`src/rtl/frsb_pkg.sv`:
```
// Package: types, sizes and helper functions of the frame ring sequence buffer.
package frsb_pkg;

   localparam int MAX_FRAMES  = 32;
   localparam int MAX_DIM     = 40;

   localparam int CFG_W       = 6;
   localparam int CSR_IDX_W   = 1;
   localparam int ELEM_W      = 32;
   localparam int POS_W       = 5;
   localparam int CMD_W       = 2;

   localparam int SLOT_W      = (MAX_FRAMES > 1) ? $clog2(MAX_FRAMES) : 1;
   localparam int FRM_W       = $clog2(MAX_FRAMES + 1);
   localparam int DIM_W       = $clog2(MAX_DIM + 1);
   localparam int DEPTH       = MAX_FRAMES * MAX_DIM;
   localparam int ADDR_W      = (DEPTH > 1) ? $clog2(DEPTH) : 1;
   localparam int X_W         = ((SLOT_W > POS_W) ? SLOT_W : POS_W) + 1;
   localparam int STEP_W      = $clog2(X_W + 1);

   localparam int QUEUE_DEPTH = 2;
   localparam int QPTR_W      = (QUEUE_DEPTH > 1) ? $clog2(QUEUE_DEPTH) : 1;
   localparam int QCNT_W      = $clog2(QUEUE_DEPTH + 1);

   localparam logic [CFG_W-1:0] FRAMES_RESET = CFG_W'(32);
   localparam logic [CFG_W-1:0] DIM_RESET    = CFG_W'(40);

   localparam logic [CSR_IDX_W-1:0] CSR_FRAMES = CSR_IDX_W'(0);
   localparam logic [CSR_IDX_W-1:0] CSR_DIM    = CSR_IDX_W'(1);

   typedef enum logic [CMD_W-1:0] {
      CMD_PUSH  = 2'd0,
      CMD_READ  = 2'd1,
      CMD_CLEAR = 2'd2
   } cmd_type;

   typedef enum logic [1:0] {
      ST_DATA  = 2'd0,
      ST_PAD   = 2'd1,
      ST_EMPTY = 2'd2
   } status_type;

   typedef struct packed {
      status_type              kind;
      logic [SLOT_W-1:0]       slot;
      logic [DIM_W-1:0]        dim;
   } job_type;

   typedef struct packed {
      logic queue_full;
      logic drained;
   } back_status_type;

   function automatic logic [FRM_W-1:0] eff_frames(input logic [CFG_W-1:0] cfg);
      logic [FRM_W-1:0] res;
      if (32'(cfg) > MAX_FRAMES) res = FRM_W'(MAX_FRAMES);
      else res = FRM_W'(cfg);
      return res;
   endfunction

   function automatic logic [DIM_W-1:0] eff_dim(input logic [CFG_W-1:0] cfg);
      logic [DIM_W-1:0] res;
      if (cfg == '0) res = DIM_W'(1);
      else if (32'(cfg) > MAX_DIM) res = DIM_W'(MAX_DIM);
      else res = DIM_W'(cfg);
      return res;
   endfunction

   function automatic logic [ADDR_W-1:0] slot_base(input logic [SLOT_W-1:0] slot);
      logic [31:0] prod;
      prod = 32'(slot) * MAX_DIM;
      return prod[ADDR_W-1:0];
   endfunction

endpackage

```
`src/rtl/frsb_mod.sv`:
```
// Restoring remainder unit: one dividend bit per cycle.
module frsb_mod
   import frsb_pkg::*;
(
   input  logic              clock,
   input  logic              reset,
   input  logic              start,
   input  logic [X_W-1:0]    dividend,
   input  logic [FRM_W-1:0]  divisor,
   output logic              done,
   output logic [SLOT_W-1:0] remainder
);

   logic              run_ff, run_in;
   logic              done_ff, done_in;
   logic [STEP_W-1:0] step_ff, step_in;
   logic [X_W-1:0]    x_ff, x_in;
   logic [FRM_W-1:0]  d_ff, d_in;
   logic [FRM_W-1:0]  r_ff, r_in;
   logic [FRM_W:0]    trial;

   always_comb begin
      run_in  = run_ff;
      done_in = done_ff;
      step_in = step_ff;
      x_in    = x_ff;
      d_in    = d_ff;
      r_in    = r_ff;
      trial   = {r_ff, x_ff[X_W-1]};
      if (start) begin
         run_in  = 1'b1;
         done_in = 1'b0;
         step_in = STEP_W'(X_W);
         x_in    = dividend;
         d_in    = divisor;
         r_in    = '0;
      end else if (run_ff) begin
         x_in = {x_ff[X_W-2:0], 1'b0};
         if (trial >= {1'b0, d_ff}) begin
            r_in = FRM_W'(trial - {1'b0, d_ff});
         end else begin
            r_in = FRM_W'(trial);
         end
         step_in = step_ff - STEP_W'(1);
         if (step_ff == STEP_W'(1)) begin
            run_in  = 1'b0;
            done_in = 1'b1;
         end
      end
   end

   always_ff @(posedge clock) begin
      if (reset) begin
         run_ff  <= 1'b0;
         done_ff <= 1'b0;
      end else begin
         run_ff  <= run_in;
         done_ff <= done_in;
      end
      step_ff <= step_in;
      x_ff    <= x_in;
      d_ff    <= d_in;
      r_ff    <= r_in;
   end

   assign done      = done_ff;
   assign remainder = SLOT_W'(r_ff);

endmodule

```
`src/rtl/frsb_front.sv`:
```
// Front end: takes items, keeps the ring pointers, writes pushes, queues read jobs.
module frsb_front
   import frsb_pkg::*;
(
   input  logic                  clock,
   input  logic                  reset,
   input  logic                  start,
   output logic                  busy,
   input  logic [CMD_W-1:0]      req_command,
   input  logic [ELEM_W-1:0]     req_element_value,
   input  logic [POS_W-1:0]      req_seq_position,
   input  logic [FRM_W-1:0]      frames,
   input  logic [DIM_W-1:0]      dim,
   input  back_status_type       back_status,
   output logic                  wr_en,
   output logic [ADDR_W-1:0]     wr_addr,
   output logic [ELEM_W-1:0]     wr_data,
   output logic                  job_push,
   output job_type               job
);

   typedef enum logic [1:0] {
      FS_IDLE = 2'b01,
      FS_MOD  = 2'b10
   } front_state_type;

   front_state_type   state_ff, state_in;
   logic              item_ff, item_in;
   logic [CMD_W-1:0]  cmd_ff;
   logic [ELEM_W-1:0] val_ff;
   logic [POS_W-1:0]  pos_ff;
   logic [SLOT_W-1:0] head_ff, head_in;
   logic              full_ff, full_in;
   logic [DIM_W-1:0]  count_ff, count_in;
   logic              done;
   logic              accept;
   logic [FRM_W-1:0]  valid_cnt;
   logic              mod_start;
   logic              mod_done;
   logic [SLOT_W-1:0] mod_rem;
   logic [X_W-1:0]    mod_x;

   frsb_mod u_mod (
      .clock     (clock),
      .reset     (reset),
      .start     (mod_start),
      .dividend  (mod_x),
      .divisor   (frames),
      .done      (mod_done),
      .remainder (mod_rem)
   );

   assign mod_x = full_ff ? (X_W'(head_ff) + X_W'(pos_ff)) : X_W'(pos_ff);

   always_comb begin
      valid_cnt = full_ff ? frames : FRM_W'(head_ff);
      if (32'(valid_cnt) > 32'(frames)) valid_cnt = frames;
   end

   always_comb begin
      state_in  = state_ff;
      head_in   = head_ff;
      full_in   = full_ff;
      count_in  = count_ff;
      done      = 1'b0;
      mod_start = 1'b0;
      wr_en     = 1'b0;
      wr_addr   = slot_base(head_ff) + ADDR_W'(count_ff);
      wr_data   = val_ff;
      job_push  = 1'b0;
      job.kind  = ST_EMPTY;
      job.slot  = mod_rem;
      job.dim   = dim;
      unique case (state_ff)
         FS_IDLE: begin
            if (item_ff) begin
               unique case (cmd_ff)
                  CMD_PUSH: begin
                     if (frames == '0) begin
                        done = 1'b1;
                     end else if (back_status.drained) begin
                        done  = 1'b1;
                        wr_en = 1'b1;
                        if (32'(count_ff) + 1 >= 32'(dim)) begin
                           count_in = '0;
                           if (32'(head_ff) + 1 >= 32'(frames)) begin
                              head_in = '0;
                              full_in = 1'b1;
                           end else begin
                              head_in = head_ff + SLOT_W'(1);
                           end
                        end else begin
                           count_in = count_ff + DIM_W'(1);
                        end
                     end
                  end
                  CMD_READ: begin
                     if (valid_cnt == '0) begin
                        if (!back_status.queue_full) begin
                           job_push = 1'b1;
                           job.kind = ST_EMPTY;
                           done     = 1'b1;
                        end
                     end else if (32'(pos_ff) >= 32'(valid_cnt)) begin
                        if (!back_status.queue_full) begin
                           job_push = 1'b1;
                           job.kind = ST_PAD;
                           done     = 1'b1;
                        end
                     end else begin
                        mod_start = 1'b1;
                        state_in  = FS_MOD;
                     end
                  end
                  CMD_CLEAR: begin
                     head_in  = '0;
                     full_in  = 1'b0;
                     count_in = '0;
                     done     = 1'b1;
                  end
                  default: begin
                     done = 1'b1;
                  end
               endcase
            end
         end
         FS_MOD: begin
            if (mod_done && !back_status.queue_full) begin
               job_push = 1'b1;
               job.kind = ST_DATA;
               done     = 1'b1;
               state_in = FS_IDLE;
            end
         end
         default: begin
            state_in = FS_IDLE;
         end
      endcase
   end

   assign busy   = item_ff && !done;
   assign accept = start && !busy;

   always_comb begin
      item_in = item_ff;
      if (accept) item_in = 1'b1;
      else if (done) item_in = 1'b0;
   end

   always_ff @(posedge clock) begin
      if (reset) begin
         state_ff <= FS_IDLE;
         item_ff  <= 1'b0;
         head_ff  <= '0;
         full_ff  <= 1'b0;
         count_ff <= '0;
      end else begin
         state_ff <= state_in;
         item_ff  <= item_in;
         head_ff  <= head_in;
         full_ff  <= full_in;
         count_ff <= count_in;
      end
      if (accept) begin
         cmd_ff <= req_command;
         val_ff <= req_element_value;
         pos_ff <= req_seq_position;
      end
   end

endmodule

```
`config.mk`:
```
export PLATFORM = sky130hd
export DESIGN_NAME = frsb_front
export DESIGN_NICKNAME = d
export VERILOG_FILES = /design/src/rtl/frsb_pkg.sv /design/src/rtl/frsb_mod.sv /design/src/rtl/frsb_front.sv
export SDC_FILE = /design/constraint.sdc
export NUM_CORES = 1
export LEC_CHECK = 0
export CAP_MARGIN = 40
export CORE_ASPECT_RATIO = 1.25
export CORE_UTILIZATION = 45
export DETAILED_ROUTE_END_ITERATION = 10
export DONT_BUFFER_PORTS = 1
export SLEW_MARGIN = 10
export SYNTH_ARGS = -nofsm -noshare
export SYNTH_HDL_FRONTEND = slang
export SYNTH_SLANG_ARGS = --single-unit
```
`constraint.sdc`:
```
create_clock -name clock -period 7.7 [get_ports clock]
set_input_delay 1.155 -clock clock [delete_from_list [all_inputs] [get_ports clock]]
set_output_delay 1.155 -clock clock [all_outputs]
set_load 0.05 [all_outputs]
```
==> results of run 1 <==
==> worst paths after layout <==
| check | start | endpoint | slack (ns) | depth (start not counted) |
|---|---|---|---|---|
| max | full_ff$_SDFFE_PP0P_ | busy | 1.92 | 13 |
| min | u_mod.r_ff[5]$_SDFFE_PP0P_ | u_mod.r_ff[5]$_SDFFE_PP0P_ | 0.47 | 2 |
| max reg2reg | full_ff$_SDFFE_PP0P_ | u_mod.x_ff[3]$_DFFE_PP_ | 2.64 | 14 |
| min reg2reg | u_mod.r_ff[5]$_SDFFE_PP0P_ | u_mod.r_ff[5]$_SDFFE_PP0P_ | 0.47 | 2 |
==> sequential cells by signal, summed over array words and instances (netlist names), 2 cells and up <==
register	cells
cmd_ff	2
count_ff	6
head_ff	5
pos_ff	5
state_ff	2
u_mod.d_ff	6
u_mod.r_ff	6
u_mod.step_ff	3
u_mod.x_ff	6
wr_data	32
==> cells in the mapped netlist, drive strengths merged, types with 5 or more instances <==
master  instances  share of area
nand4           5         0.0066
a21o            8          0.013
and3            5         0.0066
nor2           21          0.017
edfxtp         51           0.32
a21oi          27          0.031
dfxtp          26           0.11
nand3          11          0.012
nand2          23          0.018
a31oi           6          0.011
nor2b           7         0.0093
xor2            7          0.013
xnor2          13          0.024
mux2i           8          0.017
o21ai          20          0.021
a211oi          5          0.010
o21a            5         0.0080
inv            47          0.037
mux2            6          0.014
buf            19          0.028
nor3            8          0.011
ha             48           0.13
nand2b          8          0.011
==> power by group <==
group | total, mW | switching, mW | internal, mW | leakage [nW]
Combinational | 0.139 | 0.0802 | 0.0593 | 1.32
Clock | 0.417 | 0.165 | 0.252 | 0.132
Sequential | 0.569 | 0.0936 | 0.475 | 0.698
Total | 1.13 | 0.338 | 0.787 | 2.15
==> layout make-up <==
cell class | count | area share
timing repair buffer | 9 | 0.0132
inverter | 47 | 0.0345
clock buffer | 11 | 0.0455
clock inverter | 5 | 0.0120
multi-input combinational | 300 | 0.462
tap | 129 | 0.0316
sequential | 77 | 0.401
==> per-layer routing <==
layer / wire length, um / share of wire / up-vias
li1: - / - / 1617
met1: 4160 / 0.43 / 1597
met2: 5000 / 0.52 / 70
met3: 321 / 0.033 / 16
met4: 180 / 0.019 / 0
met5: 0 / 0 / -
==> per-stage QoR <==
step | setup slack (ns) | instance area (um^2) | hold WS (ns) | cells | utilization
2_1_floorplan | 1.65 | 4710 | 0.442 | 447 | -
3_3_place_gp | 2.08 | 4770 | 0.462 | 556 | 0.470
3_5_place_dp | 2.01 | 4820 | 0.463 | 562 | 0.474
4_1_cts | 1.90 | 5110 | 0.473 | 578 | 0.503
5_1_grt | 1.57 | 5110 | 0.501 | 578 | 0.503
6_report | 1.92 | 5110 | 0.472 | 578 | 0.503
==> kinds of logic after synthesis <==
| group | Yosys count | synth area share |
|---|---|---|
| simple gates | 107 | 0.123 |
| mux | 14 | 0.0313 |
| fa+ha+maj | 52 | 0.144 |
| xor+xnor | 20 | 0.0372 |
| buf+inv | 70 | 0.0690 |
| compound gates | 107 | 0.160 |
| flops | 77 | 0.435 |
==> worst max-delay path: stages (launching register included) <==
cell	delay (ns)
dfxtp_1	0.80
o21ai_0	0.28
ha_1	0.34
and3_1	0.22
o211a_1	0.17
o21ai_1	0.52
nor2_1	0.09
a21oi_1	0.15
ha_1	0.24
nand2b_1	0.14
a211oi_1	0.23
o22ai_1	0.25
a21oi_1	0.37
and2_1	0.50
==> flow_summary.ini, run 1 <==
[layout]
final_common_cell = edfxtp_1
fill_cells = 919
final_nets = 552
final_layout_size_suffix_gt1_frac = 0.0980
diodes = 0
multi_input_area_um2 = 2360
mostFrequentLayoutCells = 51 x edfxtp_1, 48 x ha_1, 47 x inv_1
regArea_um2 = 2050
area_delta_synth_final_pct = 8.47

[floorplanning]
die_y_um = 116
start_util = 0.464
dieWidth_um = 93.5
core_um2 = 10200
dieArea_um2 = 10900
boundaryPins = 115
rows = 41

[hold_path]
hp-class = reg2reg

[drt]
wire_per_inst_um = 16.7
dr.pass1.iters = 4
dr_total_vias = 3300
drt-vias-per-instance = 5.71
drt.antenna.violating_nets = 0
wirelength_um = 9670
drcViolationCount = 0
drt-initial-drc-count = 151

[yosys]
synth_enable_flop_cells = 51
synth_ff_type = edfxtp_1
yosys_warnings = 0
synth_nets = 555
syn_avg_cell_area_um2 = 10.5
ys_seq_area_frac = 0.435
synth_cell_types = 64
netlist_instances = 447
synth-async-reset-ratio = 0
synth_seq_cells = 77
syn_area_um2 = 4710

[global_routing]
grt_start_max_net_pins = 40
globalRouteMet2Util = 0.336
antenna_found_initial = 0
grt_pass1_wl_um = 15600
grt_use_met1 = 0.216
grt_util_all_layers = 0.188
grt-busiest-layer = met2
gr-usage-met3 = 0.0410
grt-ovfl-total = 0
first_global_vias = 3265

[outcome]
status = complete, no violations

[timing]
skew_ns = 0.00602
hold_viol = 0
slew_headroom = 0.404
worstMarginPinSlew_ns = 0.891
drv_slew = 0
setup_tns_ns = 0
rsz0062_at_grt = false
setup_viol = 0
fin_crit_sh = 0.751
min_period_ns = 5.78
clock.fmax_mhz = 173

[power_and_ir_drop]
total_power_mw = 1.13
p_leak_nw = 2.15
powerDensity_nw_per_um2 = 220
vdd_drop_max_mv = 0.104

[clocking]
post_cts_buffers = 0
cts-buffers-inserted = 9
htreeDepth = 3
cts.sinks = 77
cts_tree = yes
clock_path_buffers = 2
insertion_delay_ns = 0.33
cts_resized = 0
cts_root_buf = clkbuf_16
cts_hold_buf = 0
clkSlewWorstSetupHoldPaths_ns = 0.06

[worst_setup_path]
cp.arrival_ns = 4.63
crit_type = reg2out
cp_max_fo = 23
critPathRequiredTime_ns = 6.55
cp-end-kind = output port
crit_path_start_kind = register

[placed_design]
place_hpwl_um = 7430
io_buffers = 0
place.gp.congestion = 0.807

[flow_run]
maxCapViolations = 0
No activity file was read; power rests on OpenSTA's default activity.
==> run 2: changes to the inputs <==
==> constraint.sdc (replaced) <==
create_clock -name clock -period 4.9 [get_ports clock]
set_input_delay 0.735 -clock clock [delete_from_list [all_inputs] [get_ports clock]]
set_output_delay 0.735 -clock clock [all_outputs]
set_load 0.05 [all_outputs]
==> run 2 against run 1 <==
Compared with the run above:
- sequential cell count unchanged
- clock skew shrank 0.0015 ns
- global-route usage up 0.50 points
- utilization rose by 0.57 points
- worst hold slack worse by 0.010 ns
- wire length rose by 2.4%
- cell count is 1.4% higher
- critical path depth up 3
- setup slack lost 1.6 ns
- final area up 1.1%
- sequential share of layout area decreased by 0.37 points
- critical path type unchanged
==> flow_summary.ini, run 2 (synthesized netlist as in run 1, its figures left out) <==
[outcome]
status = complete, no violations

[power_and_ir_drop]
powerDensity_nw_per_um2 = 334
p_leak_nw = 2.20
total_power_mw = 1.72
vdd_drop_max_mv = 0.196

[placed_design]
place.gp.congestion = 0.887
post_dp_cell_area_um2 = 4880
post-place-ws_ns = 0.394
io_buffers = 0
place_hpwl_um = 7570

[floorplanning]
boundaryPins = 115
dieWidth_um = 93.5
rows = 41
core_um2 = 10200
dieArea_um2 = 10900
start_util = 0.464
die_y_um = 116

[timing]
slew_headroom = 0.513
drv_slew = 0
setup_viol = 0
fin_crit_sh = 0.936
setup_tns_ns = 0
min_period_ns = 4.59
clock.fmax_mhz = 218
skew_ns = 0.00449
hold_viol = 0
fin_ws_ns = 0.313
worstMarginPinSlew_ns = 0.730
rsz0062_at_grt = false

[clocking]
clkSlewWorstSetupHoldPaths_ns = 0.06
post_cts_buffers = 0
cts_tree = yes
clock_path_buffers = 2
cts_root_buf = clkbuf_16
cts_resized = 0
cts_hold_buf = 0
cts-buffers-inserted = 9
insertion_delay_ns = 0.34
cts.sinks = 77
htreeDepth = 3

[global_routing]
grt_pass1_wl_um = 16000
grt_util_all_layers = 0.193
grt-ovfl-total = 0
grt_start_max_net_pins = 40
first_global_vias = 3332
antenna_found_initial = 0

[drt]
dr_wl_met3_um = 525
dr.pass1.iters = 5
drt-vias-per-instance = 5.75
wire_per_inst_um = 16.9
drt-met1-wl_um = 4050
wl_met2_um = 5000
dr_total_vias = 3370
top_layer = met4
drcViolationCount = 0
drt-initial-drc-count = 146
drt.antenna.violating_nets = 0
wirelength_um = 9900

[worst_setup_path]
cp.arrival_ns = 3.85
cp_max_fo = 7
crit_slowest_cell = dfxtp_2
path_cells = inv_1 -> o21ai_0 -> ha_1 -> nor2b_1 -> o211a_1 -> o21ai_1 -> buf_4 -> nor2_1 -> a21oi_1 -> ha_1 -> nand2b_1 -> a211oi_1 -> o22ai_2 -> a21oi_2 -> and2_1 -> buf_4
critPathRequiredTime_ns = 4.16
crit_type = reg2out
cp-end-kind = output port
crit_path_start_kind = register
cpPeakStageDelay_ns = 0.40
r2r_setup_slack_ns = 0.76

[layout]
diodes = 0
largest_reg_flops = 32
fill_cells = 938
area_delta_synth_final_pct = 9.69
final_area_um2 = 5170
final_nets = 560
final_layout_size_suffix_gt1_frac = 0.129
final_common_cell = edfxtp_1
mostFrequentLayoutCells = 51 x edfxtp_1, 48 x ha_1, 47 x inv_1
utilization = 0.509

[hold_path]
hp-class = in2reg

[flow_run]
maxCapViolations = 0
==> run 2: layout make-up <==
| cell class | instances | area (um^2) | share of cell area |
|---|---|---|---|
| Multi-Input combinational cell | 300 | 2380 | 0.460 |
| Sequential cell | 77 | 2060 | 0.398 |
| Clock buffer | 10 | 229 | 0.0443 |
| Inverter | 47 | 176 | 0.0341 |
| Tap cell | 129 | 161 | 0.0312 |
| Timing Repair Buffer | 17 | 128 | 0.0247 |
| Clock inverter | 6 | 41.3 | 0.00799 |
==> run 2: worst max-delay path, delay by kind of cell (launching register included) <==
family | cells | cell delay (ns)
simple gates | 4 | 0.50
buf+inv | 3 | 0.52
fa+ha+maj | 2 | 0.55
flops | 1 | 0.40
compound gates | 7 | 1.54
==> run 2: worst paths after layout <==
kind / startpoint / endpoint / cells after the start
worst min register to register: u_mod.r_ff[5]$_SDFFE_PP0P_ / u_mod.r_ff[5]$_SDFFE_PP0P_ / 2
worst max-delay path: head_ff[1]$_SDFFE_PP0P_ / busy / 16
worst max register to register: head_ff[1]$_SDFFE_PP0P_ / u_mod.x_ff[3]$_DFFE_PP_ / 16
worst min-delay path: reset / u_mod.done$_SDFFE_PP0P_ / 1
==> run 2: report_power, final <==
group          total (mW)  leakage [nW]  switching [mW]  internal, mW
sequential          0.894         0.699           0.146         0.747
combinational       0.227          1.37           0.131        0.0960
clock               0.604         0.126           0.262         0.342
total                1.72          2.20           0.540          1.18
==> run 2: metrics by stage <==
stage                     hold WS (ns)  std cells
after global placement           0.462        565
after floorplan                  0.442        447
final                            0.461        586
after global routing             0.455        586
after detailed placement         0.477        570
after CTS                        0.448        586
==> run 2: per-layer routing <==
metal	global-route usage	vias to the layer above
li1	-	1646
met1	0.213	1613
met2	0.341	93
met3	0.0553	18
met4	0.0892	0
met5	0	-
==> run 3: changes to the inputs <==
--- a/config.mk
+++ b/config.mk
@@ -10,6 +10,8 @@
 export CORE_UTILIZATION = 45
 export DETAILED_ROUTE_END_ITERATION = 10
 export DONT_BUFFER_PORTS = 1
+export GPL_TIMING_DRIVEN = 0
+export PLACE_DENSITY = 0.68
 export SLEW_MARGIN = 10
 export SYNTH_ARGS = -nofsm -noshare
 export SYNTH_HDL_FRONTEND = slang
==> run 3 against run 2 <==
Compared with the run above:
- critical path depth did not move
- final area rose by 3.8%
- non-clock buffer count rose by 16
- wire length rose by 2.3%
- die area did not move
- count of clock-buffer cells in the layout fell by 1
- global-route usage rose by 0.24 points
- utilization rose by 1.9 points
- clock skew rose by 0.0036 ns
- largest power group unchanged
==> flow_summary.ini, run 3 (synthesized netlist as in run 1, its figures left out) <==
[worst_setup_path]
cpMostUsedCell = ha_1
path_cells = buf_6 -> clkbuf_4 -> nand2_1 -> o21ai_0 -> ha_1 -> nor2b_1 -> o211a_1 -> o21ai_4 -> buf_12 -> mux2i_1 -> ha_1 -> o2111ai_1 -> o22ai_2 -> a21oi_1 -> o41ai_2 -> buf_4
r2r-start = full_ff$_SDFFE_PP0P_
crit_family = compound AO/OA/AOI/OAI gates
cp_max_fo = 10
critPathRequiredTime_ns = 4.16
worst-r2r-cell-count = 17
crit_type = reg2out
r2r_setup_slack_ns = 0.55
cp-end-kind = output port
crit_slowest_cell = dfxtp_1
critPathBufInv = 4
cp.arrival_ns = 3.97
cpPeakStageDelay_ns = 0.42
worstReg2RegEnd = u_mod.x_ff[2]$_DFFE_PP_
crit_path_start_kind = register

[clocking]
clkSlewWorstSetupHoldPaths_ns = 0.06
insertion_delay_ns = 0.34
cts_tree = yes
cts-buffers-inserted = 9
cts_root_buf = clkbuf_16
htreeDepth = 3
cts.sinks = 77
cts_hold_buf = 0
clock_path_buffers = 2

[floorplanning]
dieWidth_um = 93.5
rows = 41
start_util = 0.464
die_y_um = 116
core_um2 = 10200
dieArea_um2 = 10900
boundaryPins = 115

[hold_path]
holdPathStages = 2
hp-class = reg2reg
hold-path-endpoint = u_mod.r_ff[5]$_SDFFE_PP0P_
min-delay-start = u_mod.r_ff[5]$_SDFFE_PP0P_

[power_and_ir_drop]
p_leak_nw = 2.30
total_power_mw = 1.85
powerDensity_nw_per_um2 = 345
vdd_drop_max_mv = 0.259

[layout]
final_nets = 576
final_layout_size_suffix_gt1_frac = 0.154
final_cells = 602
diodes = 0
mostFrequentLayoutCells = 51 x edfxtp_1, 48 x ha_1, 47 x inv_1
area_delta_synth_final_pct = 13.8
final_common_cell = edfxtp_1
largest_reg_flops = 32
utilization = 0.528

[drt]
drt-initial-drc-count = 157
wire_per_inst_um = 16.8
dr.pass1.iters = 4
drcViolationCount = 0
wirelength_um = 10100
drt.antenna.violating_nets = 0
drt-vias-per-instance = 5.71
dr_total_vias = 3436

[placed_design]
place_inst = 585
place.gp.congestion = 0.857
io_buffers = 0
post-place-ws_ns = -0.245
place_hpwl_um = 7830

[global_routing]
antenna_found_initial = 0
grt_util_all_layers = 0.195
grt_start_max_net_pins = 32
grt-ovfl-total = 0
grt_pass1_wl_um = 16200
first_global_vias = 3441

[timing]
skew_ns = 0.00814
fin_crit_sh = 0.960
hold_viol = 0
drv_slew = 0
setup_viol = 0
setup_tns_ns = 0
slew_headroom = 0.584
fin_ws_ns = 0.196
clock.fmax_mhz = 213
min_period_ns = 4.70
worstMarginPinSlew_ns = 0.619

[outcome]
status = complete, no violations

[flow_run]
maxCapViolations = 0
==> run 3: layout make-up <==
| class | count | area, um^2 |
|---|---|---|
| clock inverters | 7 | 85.1 |
| well taps | 129 | 161 |
| flip-flops and latches | 77 | 2050 |
| clock buffers | 9 | 225 |
| repair buffers | 10 | 100 |
| inverters | 47 | 176 |
| fillers | 918 | 4790 |
| plain buffers | 23 | 159 |
| multi-input cells | 300 | 2400 |
==> run 3: worst max-delay path by stage <==
stage,from,endpoint,slack (ns),cells after the start
after floorplan,full_ff$_SDFFE_PP0P_,cmd_ff[0]$_DFFE_PP_,0.23,15
after global routing,head_ff[4]$_SDFFE_PP0P_,job_push,-0.01,14
final,full_ff$_SDFFE_PP0P_,job_push,0.20,16
after detailed placement,full_ff$_SDFFE_PP0P_,busy,-0.25,16
after CTS,full_ff$_SDFFE_PP0P_,busy,0.005,16
after global placement,full_ff$_SDFFE_PP0P_,wr_data[0]$_DFFE_PP_,-0.90,15
==> run 3: timing repair <==
action | in CTS | in global routing
buffers inserted | 0 | 1
endpoints found under the setup margin | 4 | 4
gates resized for setup | 8 | 9
pin swaps | 0 | 3
==> run 3: stage by stage <==
step                      hold WS [ns]  cell area [um^2]
after floorplan                  0.442              4720
after global placement           0.455              4890
after detailed placement         0.460              4980
after CTS                        0.471              5320
after global routing             0.470              5370
final                            0.468              5370
==> run 3: routing by layer <==
layer  part of all wire  up-vias  GRT usage
li1                   -     1669          -
met1               0.40     1649      0.212
met2               0.53       93      0.354
met3              0.044       25     0.0462
met4              0.025        0     0.0964
met5                  0        -          0
==> run 3: report_power, final <==
group          internal [mW]  total, mW  switching (mW)  leakage [nW]
clock                  0.406      0.687           0.281         0.153
combinational          0.120      0.321           0.201          1.45
sequential             0.747      0.844          0.0971         0.698
==> run 3: tightest hold or removal path, stage by stage (launching register included) <==
cell	delay, ns
dfxtp_1	0.31
nand2b_1	0.06
a21oi_1	0.05
